## src/rtl/core/pst_pkg.sv

```systemverilog
// Shared types and constants for the perspective span texel stepper.
// Depends on nothing; imported by the controller, datapath and top level.
package pst_pkg;

    localparam int NUM_PARAMS = 14;
    localparam int SEG_LEN    = 8;

    // Polygon parameter indexes
    typedef enum logic [3:0] {
        P_SDIVZ = 4'd0, P_TDIVZ = 4'd1, P_ZI = 4'd2,
        P_SDU = 4'd3, P_SDV = 4'd4, P_TDU = 4'd5, P_TDV = 4'd6,
        P_ZU = 4'd7, P_ZV = 4'd8, P_SBIAS = 4'd9, P_TBIAS = 4'd10,
        P_SLIM = 4'd11, P_TLIM = 4'd12, P_PITCH = 4'd13
    } t_param;

    // Datapath operations issued by the controller
    typedef enum logic [3:0] {
        OP_NONE,
        OP_LOAD,      // write one polygon parameter
        OP_INIT0,     // base = y*pitch + x; start gradient products
        OP_INIT1,     // second gradient products
        OP_INIT2,     // final gradient sums
        OP_ADVANCE,   // step s/z, t/z, 1/z to segment end (by seg_m)
        OP_DIV_S,     // start divide s/z<<8 by zi
        OP_DIV_T,     // start divide t/z<<8 by zi
        OP_STEP_S,    // start divide of s delta by m (last segment)
        OP_STEP_T,
        OP_SHIFT,     // inner segment: steps by shift of 3
        OP_ROW,       // last segment: texel row product only, steps kept
        OP_EMIT,      // emit one pixel and step s, t
        OP_SEGEND     // s1 = snext, t1 = tnext
    } t_op;

    typedef struct packed {
        t_op        op;
        logic       first;   // quotient belongs to the span start
        logic [3:0] seg_m;   // advance amount
    } t_cmd;

    typedef struct packed {
        logic div_busy;
        logic out_full;
    } t_sts;

    function automatic logic [31:0] asr32(input logic [31:0] x, input int n);
        asr32 = 32'($signed(x) >>> n);
    endfunction

    // Signed clamp: above hi gives hi, below lo gives lo
    function automatic logic [31:0] clampv(input logic [31:0] v, input logic [31:0] hi,
                                           input logic [31:0] lo);
        if ($signed(v) > $signed(hi))      clampv = hi;
        else if ($signed(v) < $signed(lo)) clampv = lo;
        else                               clampv = v;
    endfunction

endpackage

```

## src/rtl/core/pst_ctrl.sv

```systemverilog
// Controller: sequences loads, span set-up, segment divides and pixel emission.
// Depends on pst_pkg.
module pst_ctrl
    import pst_pkg::*;
#(
    parameter int MAX_SPAN_LEN = 64
) (
    input  logic       i_clk,
    input  logic       i_rst_n,
    input  logic       i_valid,
    input  logic       i_kind,
    input  logic [6:0] i_span_length,
    input  t_sts       i_sts,
    output logic       o_stall,
    output logic       o_last,
    output t_cmd       o_cmd
);
    typedef enum logic [3:0] {
        S_IDLE, S_I1, S_I2, S_DS, S_DT, S_WAIT, S_SEG, S_ADV, S_SS, S_ST,
        S_SWAIT, S_SHIFT, S_EMIT, S_END
    } t_state;

    t_state     r_state;
    logic [6:0] r_left, r_k;
    logic [3:0] r_sc;
    logic       r_first;
    logic [6:0] w_n;
    logic       w_acc;

    assign w_n   = (i_span_length > 7'(MAX_SPAN_LEN)) ? 7'(MAX_SPAN_LEN) : i_span_length;
    assign o_stall = (r_state != S_IDLE);
    assign w_acc = i_valid && (r_state == S_IDLE);
    assign o_last = (r_left == 7'd0) && (r_k == 7'd1);

    // Issue commands combinationally from state
    always_comb begin
        o_cmd = '{op: OP_NONE, first: r_first, seg_m: r_sc - 4'd1};
        case (r_state)
            S_IDLE: if (w_acc) o_cmd.op = i_kind ? OP_LOAD :
                                 (w_n != 7'd0 ? OP_INIT0 : OP_NONE);
            S_I1:  o_cmd.op = OP_INIT1;
            S_I2:  o_cmd.op = OP_INIT2;
            S_DS:  o_cmd.op = OP_DIV_S;
            S_DT:  if (!i_sts.div_busy) o_cmd.op = OP_DIV_T;
            S_ADV: begin
                o_cmd.op = OP_ADVANCE;
                if (r_left != 7'd0) o_cmd.seg_m = 4'(SEG_LEN);
            end
            S_SS:  o_cmd.op = OP_STEP_S;
            S_ST:  if (!i_sts.div_busy) o_cmd.op = OP_STEP_T;
            // Keep the divided steps of a last segment
            S_SHIFT: o_cmd.op = (r_left == 7'd0 && r_sc > 4'd1) ? OP_ROW : OP_SHIFT;
            S_EMIT: if (!i_sts.out_full) o_cmd.op = OP_EMIT;
            S_END: o_cmd.op = OP_SEGEND;
            default: ;
        endcase
    end

    // State and counters
    always_ff @(posedge i_clk) begin
        if (!i_rst_n) begin
            r_state <= S_IDLE;
            r_left  <= 7'd0;
            r_k     <= 7'd0;
            r_sc    <= 4'd0;
            r_first <= 1'b0;
        end else begin
            case (r_state)
                S_IDLE: if (w_acc && !i_kind && w_n != 7'd0) begin
                    r_left <= w_n;
                    r_first <= 1'b1;
                    r_state <= S_I1;
                end
                S_I1: r_state <= S_I2;
                S_I2: r_state <= S_DS;
                S_DS: r_state <= S_DT;
                S_DT: if (!i_sts.div_busy) r_state <= S_WAIT;
                S_WAIT: if (!i_sts.div_busy) begin
                    if (r_first) begin
                        r_first <= 1'b0;
                        r_state <= S_SEG;
                    end else if (r_left == 7'd0) begin
                        r_state <= (r_sc > 4'd1) ? S_SS : S_SHIFT;
                    end else begin
                        r_state <= S_SHIFT;
                    end
                end
                S_SEG: begin
                    r_sc   <= (r_left >= 7'(SEG_LEN)) ? 4'(SEG_LEN) : r_left[3:0];
                    r_left <= (r_left >= 7'(SEG_LEN)) ? r_left - 7'(SEG_LEN) : 7'd0;
                    r_k    <= (r_left >= 7'(SEG_LEN)) ? 7'(SEG_LEN) : r_left;
                    r_state <= S_ADV;
                end
                S_ADV: r_state <= S_DS;
                S_SS: r_state <= S_ST;
                S_ST: if (!i_sts.div_busy) r_state <= S_SWAIT;
                S_SWAIT: if (!i_sts.div_busy) r_state <= S_SHIFT;
                S_SHIFT: r_state <= S_EMIT;
                S_EMIT: if (!i_sts.out_full) begin
                    r_k <= r_k - 7'd1;
                    if (r_k == 7'd1) r_state <= S_END;
                end
                S_END: r_state <= (r_left == 7'd0) ? S_IDLE : S_SEG;
                default: r_state <= S_IDLE;
            endcase
        end
    end
endmodule

```

## config.mk

```make
export PLATFORM = sky130hd
export DESIGN_NAME = pst_ctrl
export DESIGN_NICKNAME = d
export VERILOG_FILES = /design/src/rtl/core/pst_pkg.sv /design/src/rtl/core/pst_ctrl.sv
export SDC_FILE = /design/constraint.sdc
export NUM_CORES = 1
export LEC_CHECK = 0
export BUFFER_PORTS_ARGS = -buffer_cell sky130_fd_sc_hd__buf_4
export CORE_MARGIN = 2
export CORE_UTILIZATION = 57
export CTS_BUF_LIST = sky130_fd_sc_hd__clkbuf_16
export CTS_CLUSTER_SIZE = 12
export DETAILED_ROUTE_END_ITERATION = 16
export MAX_ROUTING_LAYER = met4
export PLACE_DENSITY = 0.79
export SLEW_MARGIN = 40
export SYNTH_ARGS = -nofsm -noshare
export SYNTH_HDL_FRONTEND = slang
export SYNTH_SLANG_ARGS = --single-unit
export TNS_END_PERCENT = 20
```

## constraint.sdc

```tcl
create_clock -name i_clk -period 2.2 [get_ports i_clk]
set_clock_uncertainty 0.05 [all_clocks]
set_input_delay 0 -clock i_clk [delete_from_list [all_inputs] [get_ports i_clk]]
set_output_delay 0 -clock i_clk [all_outputs]
set_load 0.01 [all_outputs]
```

==> impl_metrics.env, run 1 <==
export IMPL_yosys_warnings=0
export IMPL_multi_input_area_mm2=0.00119
export IMPL_ios=24
export IMPL_areaGrowthSynthToFinish_pct=18.3
export IMPL_clk_pin_slew_worst_paths_ps=60
export IMPL_place_congestion=0.885
export IMPL_synth_nets=250
export IMPL_worstSetupEndpointType="output port"
export IMPL_ys_flop_type="dfxtp_1"
export IMPL_min_period_over_period=0.937
export IMPL_rows=20
export IMPL_worstSetupPathType="primary input to output port"
export IMPL_fill_cells=265
export IMPL_path_max_fanout=4
export IMPL_wirelength_um=4160
export IMPL_dieArea_mm2=0.00352
export IMPL_synth_seq_cells=23
export IMPL_arrival_ps=2010
export IMPL_hold_class="primary input to flip-flop"
export IMPL_outcome="finished with violations"
export IMPL_grt_overflow_total=0
export IMPL_htreeDepth=1
export IMPL_dpl_cell_count=281
export IMPL_fin_crit_ps=2060
export IMPL_die_w_um=59.4
export IMPL_drv_cap=0
export IMPL_num_vias=1769
export IMPL_root_buffer="clkbuf_16"
export IMPL_clkLatencyLatePin_ps=260
export IMPL_worstPathRequired_ps=2150
export IMPL_netlist_area_mm2=0.00175
export IMPL_maxSlewHeadroom=0.687
export IMPL_ff_latch_area_um2=460
export IMPL_stdcell_count=289
export IMPL_p_leak_nw=0.800
export IMPL_worstMarginPinSlew_ps=462
export IMPL_cts_buffers=3
export IMPL_syn_area_per_cell_um2=7.53
export IMPL_drt_vias_per_instance=6.12
export IMPL_tns_ps=0
export IMPL_finalHoldViolCount=1
export IMPL_drc=0
export IMPL_post_drt_wl_per_cell_um=14.4
export IMPL_clock_sinks=23
export IMPL_first_pass_iters=5
export IMPL_fin_hold_ws_ps=-0.0651
export IMPL_powerDensity_mw_per_mm2=761
export IMPL_cts_tree="built"
export IMPL_synth_edff_count=0
export IMPL_dpl_hpwl_um=3000
export IMPL_most_common_layout_cells="buf_4 (32), nor2_1 (25), nand2_1 (24), dfxtp_1 (23), o21ai_0 (18)"
export IMPL_irDropWorstVdd_uv=448
export IMPL_synth_distinct_cells=53
export IMPL_synth_seq_area_share=0.264
export IMPL_synthArstFlopShare=0
export IMPL_start_util=0.587
export IMPL_port_buffers=23
export IMPL_ant_nets=0
export IMPL_final_setup_viol_count=0
export IMPL_setup_worst_path_start_class="primary input"
export IMPL_violations="hold timing"
export IMPL_drtIter0Drc=138
export IMPL_grt_max_degree=27
export IMPL_die_h_um=59.4
export IMPL_grt_pass1_wl_um=7080
export IMPL_diodes=0
export IMPL_grt_pass1_vias=1618
export IMPL_layout_commonest_cell="buf_4"
export IMPL_drive_gt1_frac=0.172
export IMPL_cts_resized=0
export IMPL_cts_path_max_buffers=2
export IMPL_track_usage=0.267
export IMPL_core_area_mm2=0.00298
export IMPL_fmax_ghz=0.485
export IMPL_slew_violations=0
export IMPL_synth_cells=232
export IMPL_nets=275
export IMPL_antenna_found_initial=0
export IMPL_rsz0062_at_grt="no"
[per-layer routing]
layer	part of all wire	vias to the layer above	GRT usage
met2	0.48	65	0.435
li1	-	885	-
met3	0.047	8	0.0371
met5	0	-	-
met4	0.017	0	0.0747
met1	0.46	811	0.344
[worst max-delay path, stage by stage]
cell and delay [ps]:
dlygate4sd3_1 530, buf_4 140, or4_4 540, or3_4 350
o21ai_2 180, o211ai_1 120, buf_4 150
[synthesized netlist by cell type, drive strengths merged, types with 2 or more instances]
cell,count,share of area
mux2i,5,0.029
nand2b,6,0.021
and3,2,0.0072
dfxtp,23,0.26
xnor2,2,0.010
and2,2,0.0072
a21boi,6,0.026
a22oi,5,0.021
nand3b,6,0.026
o211ai,3,0.016
o211a,3,0.017
o21ai,19,0.057
buf,6,0.018
and4,2,0.010
ha,5,0.036
nand4b,2,0.010
clkbuf,8,0.017
nand2,24,0.052
nor4b,2,0.010
o22ai,2,0.0072
inv,9,0.019
nor3,8,0.023
or3,2,0.010
o21a,2,0.0086
xor2,2,0.010
nor3b,3,0.019
nor2b,13,0.047
nor2,25,0.054
nand3,7,0.020
nor4bb,2,0.011
a31oi,4,0.014
a21oi,7,0.020
[area by class of cell]
class,instances,share of cell area
Multi-Input combinational cell,186,0.577
Sequential cell,23,0.223
Timing Repair Buffer,34,0.126
Clock buffer,3,0.0363
Tap cell,33,0.0200
Inverter,9,0.0164
Clock inverter,1,0.00182
[metrics by stage]
| stage | hold WS, ps | area, µm² | setup WS (ps) | util | total power (W) |
|---|---|---|---|---|---|
| 4_1_cts | 4.11 | 2050 | 111 | 0.689 | 0.00155 |
| 5_1_grt | 15.9 | 2070 | 41.1 | 0.694 | 0.00167 |
| 6_report | -0.0651 | 2070 | 138 | 0.694 | 0.00157 |
| 2_1_floorplan | 124 | 1750 | 450 | - | 0.000957 |
| 3_3_place_gp | 248 | 1950 | 271 | 0.655 | 0.00116 |
| 3_5_place_dp | 253 | 1950 | 280 | 0.655 | 0.00116 |
[logic make-up after synthesis]
kind of cell             after synthesis  synth area share
buffers and inverters                 23            0.0544
AO/OA/AOI/OAI                         61             0.238
AND/OR/NAND/NOR                      110             0.353
multiplexers                           6            0.0351
adder cells (fa/ha/maj)                5            0.0358
flip-flops                            23             0.264
XOR/XNOR                               4            0.0201
[repair_timing]
item                       in CTS  in global routing
setup endpoints to repair       0                  1
hold endpoints to repair        2                  0
buffers inserted                0                  2
hold buffers                    2                  0
[report_power, final]
group	leakage [nW]	switching (W)	internal (W)	total (W)
clock network	0.0423	0.000154	0.000243	0.000397
registers	0.186	0.0000387	0.000451	0.000490
logic	0.572	0.000378	0.000306	0.000685
[registers in the layout (all words and copies together), names as in the netlist]
name / count
r_first: 1
r_sc: 4
r_state: 4
r_left: 7
r_k: 7
[worst paths after layout]
kind / startpoint / endpoint / slack, ps / depth (start not counted)
setup / recovery: i_span_length[1] / o_cmd[6] / 140 / 7
hold reg to reg: r_sc[1] / r_sc[1] / 430 / 2
hold / removal: i_span_length[0] / r_left[0] / -0.07 / 3
setup reg to reg: r_left[3] / r_left[0] / 250 / 7
Note: power is estimated with default switching activity, not from simulation.
==> run 2, diff against run 1 <==
PLACE_DENSITY = default   (was 0.79)
PLACE_DENSITY_LB_ADDON = 0.25   (was default)
SETUP_SLACK_MARGIN = 0.2   (was default)
==> impl_metrics.env, run 2 (synthesis results as in run 1) <==
export IMPL_reg2reg_to="r_left[1]"
export IMPL_cp_slowest_cell="or3b_2"
export IMPL_num_vias=1776
export IMPL_p_leak_nw=0.818
export IMPL_layout_commonest_cell="buf_4"
export IMPL_r2r_start="r_left[3]"
export IMPL_drt_vias_per_instance=6.10
export IMPL_drc=0
export IMPL_grt_max_degree=27
export IMPL_outcome="finished clean"
export IMPL_placed_area_mm2=0.00197
export IMPL_worstMarginPinSlew_ps=527
export IMPL_ant_nets=0
export IMPL_clkLatencyLatePin_ps=260
export IMPL_rsz0062_at_grt="yes"
export IMPL_cts_path_max_buffers=2
export IMPL_rrSetupSlack_ps=250
export IMPL_fmax_ghz=0.513
export IMPL_antenna_found_initial=0
export IMPL_slew_violations=0
export IMPL_arrival_ps=2080
export IMPL_ios=24
export IMPL_ff2ff_path_depth=7
export IMPL_worstPathRequired_ps=2330
export IMPL_start_util=0.587
export IMPL_min_period_over_period=0.885
export IMPL_holdPathEnd="r_left[6]"
export IMPL_areaGrowthSynthToFinish_pct=21.1
export IMPL_die_h_um=59.4
export IMPL_powerDensity_mw_per_mm2=755
export IMPL_post_route_util=0.711
export IMPL_setup_worst_path_start_class="flip-flop"
export IMPL_maxSlewHeadroom=0.643
export IMPL_first_pass_iters=4
export IMPL_fin_crit_ps=1950
export IMPL_cts_buffers=3
export IMPL_worstHoldStart="i_span_length[6]"
export IMPL_crit_chain="inv_1 -> ha_2 -> or3b_2 -> a31oi_2 -> a2bb2oi_2 -> nand3b_1 -> a21boi_0"
export IMPL_irDropWorstVdd_uv=557
export IMPL_hold_class="primary input to flip-flop"
export IMPL_dpl_cell_count=283
export IMPL_post_route_cell_area_mm2=0.00212
export IMPL_drtIter0Drc=174
export IMPL_core_area_mm2=0.00298
export IMPL_diodes=0
export IMPL_reg_top3="r_k x7, r_left x7"
export IMPL_stdcell_count=291
export IMPL_rows=20
export IMPL_cp_startpoint="r_left[3]"
export IMPL_post_drt_wl_per_cell_um=14.2
export IMPL_clock_sinks=23
export IMPL_port_buffers=23
export IMPL_path_max_fanout=7
export IMPL_clk_pin_slew_worst_paths_ps=60
export IMPL_dpl_hpwl_um=2980
export IMPL_dieArea_mm2=0.00352
export IMPL_drv_cap=0
export IMPL_final_setup_viol_count=0
export IMPL_worstSetupPathType="flip-flop to flip-flop"
export IMPL_cpPeakStageDelay_ps=500
export IMPL_htreeDepth=1
export IMPL_drive_gt1_frac=0.202
export IMPL_cts_tree="built"
export IMPL_grt_pass1_wl_um=6590
export IMPL_place_congestion=0.934
export IMPL_die_w_um=59.4
export IMPL_tns_ps=0
export IMPL_track_usage=0.249
export IMPL_wirelength_um=4130
export IMPL_finalHoldViolCount=0
export IMPL_root_buffer="clkbuf_16"
export IMPL_grt_pass1_vias=1527
export IMPL_grt_overflow_total=0
export IMPL_hold_depth=3
export IMPL_worstSetupEndpointType="flip-flop"
export IMPL_most_common_layout_cells="buf_4 (33), nor2_1 (24), nand2_1 (24), dfxtp_1 (23), o21ai_0 (17)"
export IMPL_nets=277
export IMPL_fin_hold_ws_ps=22.3
export IMPL_fill_cells=259
[run 2: changes by cell type in the layout (fill, tap and decap cells not counted), sizes merged]
cell,previous run,this run
buf,32,33
dlygate4sd3,2,3
[run 2: power breakdown]
part | total, W | internal [W] | switching, W
registers | 0.000496 | 0.000451 | 0.0000445
logic | 0.000713 | 0.000323 | 0.000390
clock network | 0.000388 | 0.000243 | 0.000146
[run 2: through the flow]
stage          power, W  setup WS (ps)
2_1_floorplan  0.000957            450
3_3_place_gp    0.00117            239
3_5_place_dp    0.00117            287
4_1_cts         0.00157            199
5_1_grt         0.00169            113
6_report        0.00160            253
[run 2: worst max-delay path: cells and delay by family, from the launching register on]
kind / cells / cell delay [ps]
buffers and inverters: 1 / 100
AO/OA/AOI/OAI: 3 / 480
adder cells (fa/ha/maj): 1 / 210
flip-flops: 1 / 370
AND/OR/NAND/NOR: 2 / 660
[run 2: area by class of cell]
type / count / area [µm²] / area share
inverters: 9 / 33.8 / 0.0160
clock inverters: 1 / 3.75 / 0.00177
flip-flops and latches: 23 / 460 / 0.218
well taps: 33 / 41.3 / 0.0195
clock buffers: 3 / 75.1 / 0.0355
repair buffers: 36 / 278 / 0.131
multi-input cells: 186 / 1220 / 0.578
[run 2: worst max path at each step]
stage	end	slack, ps	cells after the start
2_1_floorplan	r_left[0]	450	7
3_3_place_gp	r_left[4]	240	7
3_5_place_dp	r_left[4]	290	7
4_1_cts	o_cmd[5]	200	7
5_1_grt	r_left[1]	110	7
6_report	r_left[1]	250	7
[run 2: metal layers]
layer / wire length, µm / GRT usage
met5: 0 / -
met2: 2040 / 0.419
met4: 72 / 0.0682
met3: 215 / 0.0393
met1: 1810 / 0.306
[run 2: repair_timing]
action	in CTS	in global routing
setup buffers	1	0
endpoints found under the hold margin	3	0
hold buffers	3	0
resized for setup	0	8
endpoints found under the setup margin	2	5
pin swaps	1	0
